[src/rtl/lfs_pkg.sv]
// Shared constants, types and helpers for the line-follow PD steering core.
package lfs_pkg;

  // Sensor array and sample geometry
  localparam int SENSOR_COUNT    = 8;
  localparam int SAMPLE_BITS_DEF = 12;
  localparam int IDX_W           = $clog2(SENSOR_COUNT);
  localparam int CNT_W           = $clog2(SENSOR_COUNT + 1);
  localparam int WEIGHT_MAX      = SENSOR_COUNT * (SENSOR_COUNT - 1) / 2;
  localparam int WEIGHT_W        = $clog2(WEIGHT_MAX + 1);

  // Position scaling and divider width
  localparam int POS_SCALE = 1000;
  localparam int DIV_W     = $clog2(WEIGHT_MAX * POS_SCALE + 1);
  localparam int STEP_W    = $clog2(DIV_W);

  // Register field widths
  localparam int THR_W      = 12;
  localparam int SET_W      = 13;
  localparam int GAIN_W     = 16;
  localparam int SPEED_W    = 15;
  localparam int CFG_IDX_W  = 3;
  localparam int CFG_DATA_W = 16;

  // Register reset values
  localparam logic [THR_W-1:0]   THR_RST   = THR_W'(550);
  localparam logic [SET_W-1:0]   SET_RST   = SET_W'(3500);
  localparam logic [GAIN_W-1:0]  KP_RST    = GAIN_W'(524);
  localparam logic [GAIN_W-1:0]  KD_RST    = GAIN_W'(39);
  localparam logic [SPEED_W-1:0] BASE_RST  = SPEED_W'(24576);
  localparam logic [SPEED_W-1:0] LIMIT_RST = SPEED_W'(24576);

  // Error and PD arithmetic widths
  localparam int ERR_W    = 14;
  localparam int ERR_MAX  = 8191;
  localparam int ERR_MIN  = -8192;
  localparam int E_WIDE_W = DIV_W + 2;
  localparam int DE_W     = ERR_W + 1;
  localparam int OPA_W    = GAIN_W + 1;
  localparam int PROD_W   = OPA_W + DE_W;
  localparam int ACC_W    = PROD_W + 1;
  localparam int FRAC_DROP = 4;
  localparam int OFS_W    = ACC_W - FRAC_DROP;
  localparam int SPD_W    = OFS_W + 1;

  // Result widths
  localparam int OUT_W = 16;
  localparam int PAT_W = 8;

  // Configuration register indexes
  typedef enum logic [CFG_IDX_W-1:0] {
    REG_IR_THRESHOLD      = 3'd0,
    REG_POSITION_SETPOINT = 3'd1,
    REG_PROP_GAIN         = 3'd2,
    REG_DERIV_GAIN        = 3'd3,
    REG_BASE_SPEED        = 3'd4,
    REG_SPEED_LIMIT       = 3'd5
  } lfs_reg_t;

  // Sequencer states
  typedef enum logic [3:0] {
    S_IDLE,
    S_SCAN,
    S_POS,
    S_DIV,
    S_ERR,
    S_MULP,
    S_MULD,
    S_ACC,
    S_OUT
  } lfs_state_t;

  // Control of the shared multiply-accumulate unit
  typedef struct packed {
    logic mul_en;
    logic acc_load;
    logic acc_add;
  } lfs_mac_ctrl_t;

  // Clamp a wide signed speed to [-lim, +lim] and narrow it to the result width
  function automatic logic signed [OUT_W-1:0] clamp_speed(
    input logic signed [SPD_W-1:0] v,
    input logic signed [SPD_W-1:0] lim
  );
    logic signed [SPD_W-1:0] r;
    begin
      r = v;
      if (v > lim) r = lim;
      if (v < -lim) r = -lim;
      return r[OUT_W-1:0];
    end
  endfunction

endpackage

[src/rtl/line_follow_pd_steering_core.sv]
// Top level: sequencer, configuration registers and result register of the steering core.
//
// Usage: a sensor frame of eight samples is offered on in_valid with the
// in_sample_* fields and taken at a clock edge where in_stall is low. The
// core stalls the input while it works on one frame, one step at a time:
// one comparator scans the sensors (one per cycle), a restoring divider
// forms the line position (one quotient bit per cycle), and one shared
// multiplier forms the two PD products in turn. A result beat appears on
// out_valid once the frame is done; when no sensor sees the line, the core
// skips the divider and the multiplier. The core is ready for the next
// frame as soon as the result beat appears. The time per frame is set by
// the sensor scan and the divider (DIV_W steps). The result sits in an
// output register; while out_stall holds it, the core finishes the next
// frame and then waits to load it. Registers are written on the cfg_
// channel (always ready); the user must write them only while the core is
// idle, as the core itself does not enforce this. Reset restores the
// register defaults, clears the stored last error and empties the output
// register.
module line_follow_pd_steering_core #(
  parameter int SAMPLE_BITS = lfs_pkg::SAMPLE_BITS_DEF
) (
  input  logic                                clk,
  input  logic                                rst_n,
  // Sensor frame channel
  input  logic                                in_valid,
  output logic                                in_stall,
  input  logic [SAMPLE_BITS-1:0]              in_sample_0,
  input  logic [SAMPLE_BITS-1:0]              in_sample_1,
  input  logic [SAMPLE_BITS-1:0]              in_sample_2,
  input  logic [SAMPLE_BITS-1:0]              in_sample_3,
  input  logic [SAMPLE_BITS-1:0]              in_sample_4,
  input  logic [SAMPLE_BITS-1:0]              in_sample_5,
  input  logic [SAMPLE_BITS-1:0]              in_sample_6,
  input  logic [SAMPLE_BITS-1:0]              in_sample_7,
  // Steering result channel
  output logic                                out_valid,
  input  logic                                out_stall,
  output logic signed [lfs_pkg::OUT_W-1:0]    out_left_speed,
  output logic signed [lfs_pkg::OUT_W-1:0]    out_right_speed,
  output logic [lfs_pkg::PAT_W-1:0]           out_line_pattern,
  output logic                                out_line_lost,
  output logic signed [lfs_pkg::ERR_W-1:0]    out_position_error,
  // Configuration write channel
  input  logic                                cfg_valid,
  output logic                                cfg_ready,
  input  logic [lfs_pkg::CFG_IDX_W-1:0]       cfg_index,
  input  logic [lfs_pkg::CFG_DATA_W-1:0]      cfg_data
);
  import lfs_pkg::*;

  localparam int CMP_W = (SAMPLE_BITS > THR_W) ? SAMPLE_BITS : THR_W;

  // Configuration registers
  logic [THR_W-1:0]   thr_r;
  logic [SET_W-1:0]   setpoint_r;
  logic [GAIN_W-1:0]  kp_r;
  logic [GAIN_W-1:0]  kd_r;
  logic [SPEED_W-1:0] base_r;
  logic [SPEED_W-1:0] limit_r;

  // Sequencer and working registers
  lfs_state_t               state_r, state_nxt;
  logic [SAMPLE_BITS-1:0]   samp_r [SENSOR_COUNT];
  logic [IDX_W-1:0]         idx_r;
  logic [CNT_W-1:0]         count_r;
  logic [WEIGHT_W-1:0]      weight_r;
  logic [PAT_W-1:0]         pattern_r;
  logic                     lost_r;
  logic signed [ERR_W-1:0]  e_r;
  logic signed [DE_W-1:0]   de_r;
  logic signed [ERR_W-1:0]  prev_err_r;

  // Result register
  logic                     out_valid_r;
  logic signed [OUT_W-1:0]  left_r;
  logic signed [OUT_W-1:0]  right_r;
  logic [PAT_W-1:0]         pat_out_r;
  logic                     lost_out_r;
  logic signed [ERR_W-1:0]  err_out_r;

  // Control strobes
  logic          in_accept;
  logic          div_start;
  logic          div_done;
  logic          out_load;
  lfs_mac_ctrl_t mac_ctrl;

  // Datapath nets
  logic                       hit;
  logic [DIV_W-1:0]           dividend;
  logic [DIV_W-1:0]           quotient;
  logic signed [E_WIDE_W-1:0] e_wide;
  logic signed [ERR_W-1:0]    e_sat;
  logic signed [DE_W-1:0]     de;
  logic signed [OPA_W-1:0]    mac_a;
  logic signed [DE_W-1:0]     mac_b;
  logic signed [ACC_W-1:0]    acc;
  logic signed [OFS_W-1:0]    offset;
  logic signed [SPD_W-1:0]    base_ext;
  logic signed [SPD_W-1:0]    lim_ext;
  logic signed [SPD_W-1:0]    ofs_ext;

  localparam logic signed [E_WIDE_W-1:0] E_HI = E_WIDE_W'(ERR_MAX);
  localparam logic signed [E_WIDE_W-1:0] E_LO = E_WIDE_W'(ERR_MIN);

  assign cfg_ready = 1'b1;
  assign in_stall  = (state_r != S_IDLE);
  assign in_accept = in_valid && !in_stall;

  // Configuration writes; indexes beyond the list are dropped
  always_ff @(posedge clk) begin
    if (!rst_n) begin
      thr_r      <= THR_RST;
      setpoint_r <= SET_RST;
      kp_r       <= KP_RST;
      kd_r       <= KD_RST;
      base_r     <= BASE_RST;
      limit_r    <= LIMIT_RST;
    end else if (cfg_valid && cfg_ready) begin
      case (cfg_index)
        REG_IR_THRESHOLD:      thr_r      <= cfg_data[THR_W-1:0];
        REG_POSITION_SETPOINT: setpoint_r <= cfg_data[SET_W-1:0];
        REG_PROP_GAIN:         kp_r       <= cfg_data[GAIN_W-1:0];
        REG_DERIV_GAIN:        kd_r       <= cfg_data[GAIN_W-1:0];
        REG_BASE_SPEED:        base_r     <= cfg_data[SPEED_W-1:0];
        REG_SPEED_LIMIT:       limit_r    <= cfg_data[SPEED_W-1:0];
        default: ;
      endcase
    end
  end

  // State register
  always_ff @(posedge clk) begin
    if (!rst_n) begin
      state_r <= S_IDLE;
    end else begin
      state_r <= state_nxt;
    end
  end

  // Next state and step strobes
  always_comb begin
    state_nxt = state_r;
    div_start = 1'b0;
    out_load  = 1'b0;
    mac_ctrl  = '0;
    case (state_r)
      S_IDLE: begin
        if (in_valid) state_nxt = S_SCAN;
      end
      S_SCAN: begin
        if (idx_r == IDX_W'(SENSOR_COUNT - 1)) state_nxt = S_POS;
      end
      S_POS: begin
        if (count_r == '0) begin
          state_nxt = S_OUT;
        end else begin
          div_start = 1'b1;
          state_nxt = S_DIV;
        end
      end
      S_DIV: begin
        if (div_done) state_nxt = S_ERR;
      end
      S_ERR: begin
        state_nxt = S_MULP;
      end
      S_MULP: begin
        mac_ctrl.mul_en = 1'b1;
        state_nxt = S_MULD;
      end
      S_MULD: begin
        mac_ctrl.mul_en   = 1'b1;
        mac_ctrl.acc_load = 1'b1;
        state_nxt = S_ACC;
      end
      S_ACC: begin
        mac_ctrl.acc_add = 1'b1;
        state_nxt = S_OUT;
      end
      S_OUT: begin
        if (!out_valid_r || !out_stall) begin
          out_load  = 1'b1;
          state_nxt = S_IDLE;
        end
      end
      default: state_nxt = S_IDLE;
    endcase
  end

  // Threshold the sensor at the head of the shift line
  assign hit = (CMP_W'(samp_r[0]) > CMP_W'(thr_r));

  // Capture the frame, then scan it one sensor per cycle
  always_ff @(posedge clk) begin
    if (in_accept) begin
      samp_r[0] <= in_sample_0;
      samp_r[1] <= in_sample_1;
      samp_r[2] <= in_sample_2;
      samp_r[3] <= in_sample_3;
      samp_r[4] <= in_sample_4;
      samp_r[5] <= in_sample_5;
      samp_r[6] <= in_sample_6;
      samp_r[7] <= in_sample_7;
      idx_r     <= '0;
      count_r   <= '0;
      weight_r  <= '0;
      pattern_r <= '0;
    end else if (state_r == S_SCAN) begin
      for (int i = 0; i < SENSOR_COUNT - 1; i++) begin
        samp_r[i] <= samp_r[i+1];
      end
      pattern_r <= {hit, pattern_r[PAT_W-1:1]};
      count_r   <= count_r + CNT_W'(hit);
      weight_r  <= hit ? weight_r + WEIGHT_W'(idx_r) : weight_r;
      idx_r     <= idx_r + IDX_W'(1);
    end
  end

  // Position = weight * 1000 / count
  assign dividend = DIV_W'(32'(weight_r) * POS_SCALE);

  lfs_div u_div (
    .clk      (clk),
    .rst_n    (rst_n),
    .start    (div_start),
    .dividend (dividend),
    .divisor  (count_r),
    .done     (div_done),
    .quotient (quotient)
  );

  // Error against the setpoint, saturated to the stored width
  assign e_wide = $signed({2'b00, quotient})
                - $signed({{(E_WIDE_W - SET_W){1'b0}}, setpoint_r});

  always_comb begin
    if (e_wide > E_HI) begin
      e_sat = E_HI[ERR_W-1:0];
    end else if (e_wide < E_LO) begin
      e_sat = E_LO[ERR_W-1:0];
    end else begin
      e_sat = e_wide[ERR_W-1:0];
    end
  end

  assign de = $signed({e_sat[ERR_W-1], e_sat}) - $signed({prev_err_r[ERR_W-1], prev_err_r});

  // Line-lost flag and error terms
  always_ff @(posedge clk) begin
    if (state_r == S_POS) begin
      lost_r <= (count_r == '0);
    end
    if (state_r == S_ERR) begin
      e_r  <= e_sat;
      de_r <= de;
    end
  end

  // Last error: update only when the line is seen
  always_ff @(posedge clk) begin
    if (!rst_n) begin
      prev_err_r <= '0;
    end else if (state_r == S_ERR) begin
      prev_err_r <= e_sat;
    end
  end

  // Operand select for the shared multiplier: Kp*e, then Kd*de
  always_comb begin
    if (state_r == S_MULP) begin
      mac_a = $signed({1'b0, kp_r});
      mac_b = $signed({e_r[ERR_W-1], e_r});
    end else begin
      mac_a = $signed({1'b0, kd_r});
      mac_b = de_r;
    end
  end

  lfs_mac u_mac (
    .clk  (clk),
    .ctrl (mac_ctrl),
    .op_a (mac_a),
    .op_b (mac_b),
    .acc  (acc)
  );

  // Offset in signed Q29.0, in base-speed units: floor of the sum over 16, zero when the line is lost
  assign offset   = lost_r ? '0 : acc[ACC_W-1:FRAC_DROP];
  assign ofs_ext  = {offset[OFS_W-1], offset};
  assign base_ext = $signed({{(SPD_W - SPEED_W){1'b0}}, base_r});
  assign lim_ext  = $signed({{(SPD_W - SPEED_W){1'b0}}, limit_r});

  // Output register: free when empty or when its beat is taken
  always_ff @(posedge clk) begin
    if (!rst_n) begin
      out_valid_r <= 1'b0;
    end else if (out_load) begin
      out_valid_r <= 1'b1;
    end else if (!out_stall) begin
      out_valid_r <= 1'b0;
    end
  end

  always_ff @(posedge clk) begin
    if (out_load) begin
      left_r     <= clamp_speed(base_ext - ofs_ext, lim_ext);
      right_r    <= clamp_speed(base_ext + ofs_ext, lim_ext);
      pat_out_r  <= pattern_r;
      lost_out_r <= lost_r;
      err_out_r  <= lost_r ? '0 : e_r;
    end
  end

  assign out_valid          = out_valid_r;
  assign out_left_speed     = left_r;
  assign out_right_speed    = right_r;
  assign out_line_pattern   = pat_out_r;
  assign out_line_lost      = lost_out_r;
  assign out_position_error = err_out_r;

endmodule

[src/rtl/lfs_div.sv]
// Restoring divider, one quotient bit per cycle, for the line position.
module lfs_div (
  input  logic                      clk,
  input  logic                      rst_n,
  input  logic                      start,
  input  logic [lfs_pkg::DIV_W-1:0] dividend,
  input  logic [lfs_pkg::CNT_W-1:0] divisor,
  output logic                      done,
  output logic [lfs_pkg::DIV_W-1:0] quotient
);
  import lfs_pkg::*;

  logic              busy_r;
  logic              done_r;
  logic [STEP_W-1:0] step_r;
  logic [DIV_W-1:0]  q_r;
  logic [CNT_W-1:0]  rem_r;
  logic [CNT_W-1:0]  dvs_r;
  logic [CNT_W:0]    shifted;
  logic              ge;

  // Bring down the next dividend bit and trial-subtract the divisor
  assign shifted = {rem_r, q_r[DIV_W-1]};
  assign ge      = (shifted >= {1'b0, dvs_r});

  // Control: run DIV_W steps after start, pulse done after the last one
  always_ff @(posedge clk) begin
    if (!rst_n) begin
      busy_r <= 1'b0;
      done_r <= 1'b0;
    end else begin
      done_r <= 1'b0;
      if (start) begin
        busy_r <= 1'b1;
      end else if (busy_r && step_r == STEP_W'(DIV_W - 1)) begin
        busy_r <= 1'b0;
        done_r <= 1'b1;
      end
    end
  end

  // Datapath: quotient bits shift in where dividend bits shift out
  always_ff @(posedge clk) begin
    if (start) begin
      q_r    <= dividend;
      rem_r  <= '0;
      dvs_r  <= divisor;
      step_r <= '0;
    end else if (busy_r) begin
      q_r    <= {q_r[DIV_W-2:0], ge};
      rem_r  <= ge ? CNT_W'(shifted - {1'b0, dvs_r}) : shifted[CNT_W-1:0];
      step_r <= step_r + STEP_W'(1);
    end
  end

  assign done     = done_r;
  assign quotient = q_r;

endmodule

[src/rtl/lfs_mac.sv]
// Shared multiplier with registered product and accumulator for the PD term.
module lfs_mac (
  input  logic                               clk,
  input  lfs_pkg::lfs_mac_ctrl_t             ctrl,
  input  logic signed [lfs_pkg::OPA_W-1:0]   op_a,
  input  logic signed [lfs_pkg::DE_W-1:0]    op_b,
  output logic signed [lfs_pkg::ACC_W-1:0]   acc
);
  import lfs_pkg::*;

  logic signed [PROD_W-1:0] prod_r;
  logic signed [ACC_W-1:0]  acc_r;
  logic signed [ACC_W-1:0]  prod_ext;

  assign prod_ext = {prod_r[PROD_W-1], prod_r};

  // Register the product; load or add the registered product into the accumulator in the next cycle
  always_ff @(posedge clk) begin
    if (ctrl.mul_en) begin
      prod_r <= op_a * op_b;
    end
    if (ctrl.acc_load) begin
      acc_r <= prod_ext;
    end else if (ctrl.acc_add) begin
      acc_r <= acc_r + prod_ext;
    end
  end

  assign acc = acc_r;

endmodule
[config.mk]
export PLATFORM = sky130hd
export DESIGN_NAME = line_follow_pd_steering_core
export DESIGN_NICKNAME = d
export VERILOG_FILES = /design/src/rtl/lfs_pkg.sv /design/src/rtl/line_follow_pd_steering_core.sv /design/src/rtl/lfs_div.sv /design/src/rtl/lfs_mac.sv
export SDC_FILE = /design/constraint.sdc
export NUM_CORES = 2
export LEC_CHECK = 0
export ABC_AREA = 1
export BUFFER_PORTS_ARGS = -buffer_cell sky130_fd_sc_hd__buf_2
export CAP_MARGIN = 20
export CORE_ASPECT_RATIO = 2
export CORE_MARGIN = 8
export CORE_UTILIZATION = 63
export DETAILED_ROUTE_END_ITERATION = 8
export PLACE_DENSITY = 0.79
export SLEW_MARGIN = 20
export SYNTH_ARGS = -nofsm -noshare
export SYNTH_HDL_FRONTEND = slang
export SYNTH_SLANG_ARGS = --single-unit
[constraint.sdc]
create_clock -name clk -period 7.8 [get_ports clk]
set_clock_uncertainty 0.2 [all_clocks]
set_input_delay 1.56 -clock clk [delete_from_list [all_inputs] [get_ports clk]]
set_output_delay 1.56 -clock clk [all_outputs]
set_load 0.02 [all_outputs]
### Yosys cells after proc, flatten, opt, wreduce, memory -nomap -nowiden

Memories as Yosys holds them, arrays and structs flattened.
Index checks and enable logic that the tools add are counted.

* flip-flop bits (word level): 305
* logic and storage cells: 147
* output and inout bits: 58
* memories kept: 1
* memory bits (writable): 96
* bits of input ports: 120

Memory list
* samp_r: depth 8, width 12, read ports 8, clocked after memory_dff 0, wr ports 8, RTL line line_follow_pd_steering_core.sv:63 `logic [SAMPLE_BITS-1:0] samp_r [SENSOR_COUNT];`

* add/subtract/negate cells: 11
* eq/ne operators: 20
* multipliers: 2
* $lt $le $gt $ge: 8
* reduce and logical (&&, ||, !) cells: 23
* multiplexer cells: 44
* bitwise logic cells: 8

Operators by type and width (number)
* $mux 12: 7
* $mux 16: 5
* $mux 33: 2
* $gt 30x16->1: 2
* $lt 30x30->1: 2
* $mux 15: 3
* $pmux 4 s9: 1
* $add 33x32->33: 1
* $mul 17x15->32: 1
* $add 16x29->30: 1
* $neg 15->30: 1
* $sub 16x29->30: 1
* $mux 29: 1
* $mux 14: 2
* $mux 4: 6
* $mux 1: 17
* $eq 4x3->1 const B: 4
* $gt 16x14->1 const B: 1
* $lt 16x14->1 const B: 1
* $sub 15x13->16: 1
* $sub 14x14->15: 1
* $reduce_and 2->1: 7
* $gt 12x12->1: 1
* $mul 5x7->12 const B: 1
* other kinds (25): 46

### Depth between registers and ports, before layout

* depth in word-level cells: 6
* gate-level depth with buffers: 34
* gate-level depth less buffers: 31

### Hierarchy

A second synthesis with hierarchy kept.

* cells, all modules: 4832
* area total of the unflattened synthesis: 36580.1 um^2

By module, submodules not included
* line_follow_pd_steering_core: times used 1, area an instance 20165.6 um^2, cells an instance 2672
* lfs_mac: times used 1, area an instance 15045.7 um^2, cells an instance 2013
* lfs_div: times used 1, area an instance 1368.8 um^2, cells an instance 147

### Worst setup path after synthesis

Ideal clock, no wire load.

* kind: reg-to-reg
* from: reg state_r[3]
* to: reg u_mac.prod_r[29], data pin
* setup time: 262 ps
* path slack: 867 ps
* stages on the path, launching flop included: 30
* buffers on the path: 2
* data arrival time: 6470 ps
* cell sequence: dfxtp_1 inv_1 nand2_1 inv_1 nand2_1 clkbuf_1 buf_1 nand2_1 o21ai_1 inv_1 nor2_1 fa_1 fa_1 fa_1 fa_1 fa_1 inv_1 fa_1 inv_1 ha_1 a21oi_1 nor2_1 a211oi_1 o21ai_0 nor2_1 o21bai_1 nand2_1 nand2_1 a21oi_1 xor2_1

* word-level cells in the longest chain between the ends: 3

Ends and longest elaborated chain
* start, declared: RTL line line_follow_pd_steering_core.sv:62 `lfs_state_t state_r, state_nxt;`
* start signal, assigned: RTL line line_follow_pd_steering_core.sv:137 `state_r <= state_nxt;`
* $eq 4x3->1 *: RTL line line_follow_pd_steering_core.sv:271 `if (state_r == S_MULP) begin`
* $mux 16 / $mux 15 (equally long branches): RTL line line_follow_pd_steering_core.sv:271
* $mul 17x15->32 *: RTL line lfs_mac.sv:20 `prod_r <= op_a * op_b;`
* end signal, assigned: RTL line lfs_mac.sv:20
* end, declared: RTL line lfs_mac.sv:11 `logic signed [PROD_W-1:0] prod_r;`

Every way passes the cells marked *; elsewhere a longest branch is shown, timed or not.
A chain may end at the register's enable or synchronous reset.

### Final worst setup path

* from: reg state_r[0]
* to: reg u_mac.prod_r[29], data pin

The elaborated chain is that of the path after synthesis.

==> run_summary.xml <==
<?xml version="1.0" encoding="UTF-8"?>
<metrics>
  <group name="place">
    <metric name="port-buffer-count" unit="">176</metric>
    <metric name="placed_area" unit="um2">35400</metric>
    <metric name="place.gp.congestion" unit="">1.07</metric>
    <metric name="hpwlAfterDp" unit="um">88800</metric>
  </group>
  <group name="global_routing">
    <metric name="vias_in_the_first_global_route" unit="">30400</metric>
    <metric name="antenna_found_initial" unit="">6</metric>
    <metric name="grt_use_total" unit="%">36.5</metric>
    <metric name="gr-total-overflow" unit="">0</metric>
    <metric name="wire_length_of_the_first_global_routing_pass" unit="um">167000</metric>
    <metric name="maximum_number_of_pins_on_one_net_before_global_route_repair" unit="">91</metric>
  </group>
  <group name="min_path">
    <metric name="worst_hold_path_type" unit="">reg2reg</metric>
    <metric name="min_path_cells" unit="">2</metric>
  </group>
  <group name="cts">
    <metric name="cts-root-to-sink-buffers" unit="">3</metric>
    <metric name="post_cts_setup_inserts" unit="">0</metric>
    <metric name="cts_sinks" unit="">401</metric>
    <metric name="tritoncts_buffers" unit="">38</metric>
    <metric name="gates_resized_cts_repair" unit="">0</metric>
    <metric name="cts_root_buf" unit="">clkbuf_16</metric>
    <metric name="htreeDepth" unit="">2</metric>
    <metric name="clk_slew_on_worst_s_h_paths" unit="ns">0.08</metric>
    <metric name="cts_hold_buf" unit="">0</metric>
    <metric name="worst_skew_pair.late_latency" unit="ns">0.59</metric>
    <metric name="tritoncts" unit="">done</metric>
  </group>
  <group name="route">
    <metric name="drt.antenna.violating_nets" unit="">0</metric>
    <metric name="dr_wl_met2" unit="um">57200</metric>
    <metric name="drt_pre_antenna_iters" unit="">8</metric>
    <metric name="uppermost_metal_layer_occupied_by_signal_nets" unit="">met5</metric>
    <metric name="remaining_drc_errors" unit="">0</metric>
    <metric name="met3_length" unit="um">6560</metric>
    <metric name="vias" unit="">29500</metric>
    <metric name="post_drt_wl_per_cell" unit="um">21.5</metric>
    <metric name="totalWireLength" unit="um">110000</metric>
    <metric name="avgViaCountPerCell" unit="">5.74</metric>
    <metric name="wl_met1" unit="um">32800</metric>
    <metric name="detail_route.iter0.violations" unit="">1771</metric>
  </group>
  <group name="die">
    <metric name="fp-row-count" unit="">119</metric>
    <metric name="die_height" unit="um">342</metric>
    <metric name="core_area" unit="um2">52700</metric>
    <metric name="initial_core_util" unit="%">63.6</metric>
    <metric name="io_pins" unit="">178</metric>
    <metric name="floorplan.die.width" unit="um">179</metric>
    <metric name="design.die.area" unit="um2">61300</metric>
  </group>
  <group name="power_and_ir_drop">
    <metric name="total_leakage_power" unit="nW">18.5</metric>
    <metric name="peakVddDrop" unit="V">0.000443</metric>
    <metric name="powerDensity" unit="nW/um2">235</metric>
  </group>
  <group name="sta">
    <metric name="period_minus_slack" unit="ns">7.38</metric>
    <metric name="report.final.slew_viol_count" unit="">0</metric>
    <metric name="fmax" unit="MHz">135</metric>
    <metric name="setup_repair_after_global_routing_missed_its_margin" unit="">no</metric>
    <metric name="sum_of_negative_setup_slack" unit="ns">0</metric>
    <metric name="worst_slew_pin_slew" unit="ns">0.989</metric>
    <metric name="relSlewSlack" unit="%">33.8</metric>
    <metric name="timing.final.hold_violations" unit="">0</metric>
    <metric name="final_period_util" unit="%">94.6</metric>
    <metric name="setup_viol" unit="">0</metric>
  </group>
  <group name="logic_synthesis">
    <metric name="post_synth_edffs" unit="">262</metric>
    <metric name="yosys.area_share.xor_xnor" unit="%">2.56</metric>
    <metric name="synthesis.yosys.warnings" unit="">0</metric>
    <metric name="postSynthRegisterBits" unit="">401</metric>
    <metric name="yosysUniqueCellTypes" unit="">60</metric>
    <metric name="synth_area" unit="um2">33500</metric>
    <metric name="synth_net_count" unit="">4919</metric>
    <metric name="synthArstFlopShare" unit="%">0</metric>
    <metric name="synth_seq_area_share" unit="%">31.8</metric>
    <metric name="synth_ff_type" unit="">edfxtp_1</metric>
    <metric name="synthesis.area_per_instance" unit="um2">7.87</metric>
    <metric name="post_synth_and_or_nand_nor_area_fraction" unit="%">22.1</metric>
    <metric name="dominant_combinational_cell_family_by_area_after_synthesis" unit="">adder cells</metric>
    <metric name="yosys.area_share.adder" unit="%">24.4</metric>
    <metric name="netlist_instances" unit="">4263</metric>
    <metric name="multiplexer_share_of_the_synthesized_area" unit="%">0</metric>
    <metric name="synth-compound-area-share" unit="%">9.60</metric>
  </group>
  <group name="worst_setup_path">
    <metric name="worst_setup_path_endpoint" unit="">u_mac.prod_r[29]</metric>
    <metric name="crit-reg2reg-capture" unit="">u_mac.prod_r[29]</metric>
    <metric name="timing_worst_setup_path_type" unit="">reg2reg</metric>
    <metric name="reg2reg_depth" unit="">27</metric>
    <metric name="timing.critical_path.fanout_max" unit="">18</metric>
    <metric name="cp_data_arrival_time" unit="ns">7.53</metric>
    <metric name="cp_data_required_time" unit="ns">7.95</metric>
    <metric name="cp-startpoint" unit="">state_r[0]</metric>
    <metric name="timing.critical_path.from_type" unit="">register</metric>
    <metric name="r2r_slack" unit="ns">0.42</metric>
    <metric name="crit-reg2reg-launch" unit="">state_r[0]</metric>
    <metric name="timing.critical_path.to_type" unit="">register</metric>
  </group>
  <group name="final_layout">
    <metric name="leading_cell_types_in_the_layout_fill_and_taps_excluded" unit="">nand2_1, inv_1, nor2_1</metric>
    <metric name="fill_cells" unit="">4466</metric>
    <metric name="fin_nets" unit="">5104</metric>
    <metric name="fin_area" unit="um2">36700</metric>
    <metric name="mostFrequentLayoutCell" unit="">nand2_1</metric>
    <metric name="layout_cell_share_with_drive_strength_beyond_1" unit="%">8.40</metric>
    <metric name="layout-area-overhead-vs-synth" unit="%">9.31</metric>
  </group>
  <group name="job">
    <metric name="reported_max_cap_violation_count" unit="">0</metric>
  </group>
  <group name="run_status">
    <metric name="status" unit="">complete, no violations</metric>
  </group>
</metrics>
cell type report:
cell class | count | area (um2) | share of cell area, %
clock buffer | 48 | 1040 | 2.84
multi-input combinational | 3029 | 19700 | 53.8
timing repair buffer | 253 | 1480 | 4.03
inverter | 725 | 2730 | 7.46
antenna | 4 | 10.0 | 0.0273
tap | 665 | 832 | 2.27
clock inverter | 21 | 189 | 0.515
sequential | 401 | 10700 | 29.1
cell usage after synthesis, types with 5 or more instances:
| library cell | n | area share (%) |
|---|---|---|
| or2_2 | 17 | 0.32 |
| xor2_1 | 78 | 2.0 |
| nand2_2 | 7 | 0.13 |
| o21a_1 | 7 | 0.16 |
| fa_1 | 198 | 12 |
| o21ai_1 | 18 | 0.27 |
| a31oi_1 | 14 | 0.26 |
| o31ai_1 | 7 | 0.16 |
| nand3_1 | 184 | 2.7 |
| a21boi_0 | 5 | 0.11 |
| nand2_1 | 1090 | 12 |
| o22ai_1 | 7 | 0.13 |
| nor3_1 | 40 | 0.60 |
| a21oi_1 | 244 | 3.6 |
| a21o_1 | 10 | 0.22 |
| edfxtp_1 | 262 | 23 |
| inv_1 | 713 | 8.0 |
| clkinv_1 | 6 | 0.067 |
| dfxtp_1 | 139 | 8.3 |
| nor2_4 | 6 | 0.20 |
| buf_2 | 13 | 0.19 |
| clkbuf_1 | 85 | 0.95 |
| nor2_2 | 6 | 0.11 |
| o21bai_1 | 9 | 0.20 |
| nor2_1 | 395 | 4.4 |
| nand4_1 | 24 | 0.45 |
| o221ai_1 | 8 | 0.21 |
| inv_2 | 5 | 0.056 |
| xnor2_1 | 20 | 0.52 |
| o211ai_1 | 22 | 0.49 |
| ha_1 | 338 | 13 |
| o21ai_0 | 217 | 3.2 |
| nor4_1 | 12 | 0.22 |
stage by stage:
step                hold slack [ns]  total power [mW]  instances  setup WS (ns)  util (%)
floorplan                     0.208              5.68       4263          0.867         -
global placement              0.217              6.60       5072          0.537      67.1
detailed placement            0.229              6.70       5072          0.449      67.1
CTS                           0.249              8.58       5141          0.440      69.4
global route                  0.267              9.20       5143        0.00365      69.5
finish                        0.253              8.63       5146          0.419      69.5
registers in the layout, summed over array words and instances, names as in the netlist, 5 cells and up:
signal,count
base_r,15
de_r,15
e_r,14
kd_r,16
kp_r,16
limit_r,15
out_left_speed,16
out_line_pattern,8
out_position_error,14
out_right_speed,16
pattern_r,8
prev_err_r,14
samp_r,96
setpoint_r,13
thr_r,12
u_div.quotient,15
u_mac.acc,33
u_mac.prod_r,32
weight_r,5
power breakdown:
| part | internal (mW) | switching (mW) |
|---|---|---|
| clock network | 1.00 | 0.897 |
| registers | 2.88 | 0.170 |
| logic | 1.25 | 2.43 |
kinds of logic after synthesis:
kind of cell	Yosys count
buffers and inverters	833
adders and majority gates	536
DFF	401
xor gates and xnor gates	98
and+or+nand+nor	1806
AOI/OAI and AO/OA	588
other	1
layer usage:
| metal | up-vias | GRT usage [%] |
|---|---|---|
| li1 | 14000 | - |
| met1 | 13800 | 30.6 |
| met2 | 1156 | 66.3 |
| met3 | 541 | 8.19 |
| met4 | 2 | 38.2 |
| met5 | - | 0 |
critical path, stage by stage, from the launching register on:
cell	delay, ns
dfxtp_1	0.41
inv_1	0.06
nor2_1	0.24
nand2_4	0.19
o21ai_0	0.52
inv_1	0.34
nor2_1	0.22
fa_1	0.44
inv_1	0.09
fa_1	0.41
fa_1	0.46
inv_1	0.18
fa_1	0.47
fa_1	0.55
inv_1	0.06
fa_1	0.52
inv_1	0.04
ha_1	0.30
a21oi_1	0.21
nor2_1	0.06
a211oi_1	0.24
o21ai_0	0.14
nor2_1	0.24
o21bai_1	0.14
nand2_1	0.08
nand2_1	0.07
a21oi_1	0.16
xor2_1	0.08
worst min-delay path by stage:
stage	start	to	slack, ns
after CTS	pattern_r[7]	out_line_pattern[7]	0.25
after global placement	pattern_r[7]	out_line_pattern[7]	0.22
final	kp_r[0]	kp_r[0]	0.25
after global routing	pattern_r[7]	out_line_pattern[7]	0.27
after detailed placement	pattern_r[7]	out_line_pattern[7]	0.23
after floorplan	pattern_r[7]	out_line_pattern[7]	0.21
(Power assumes the default switching activity.)
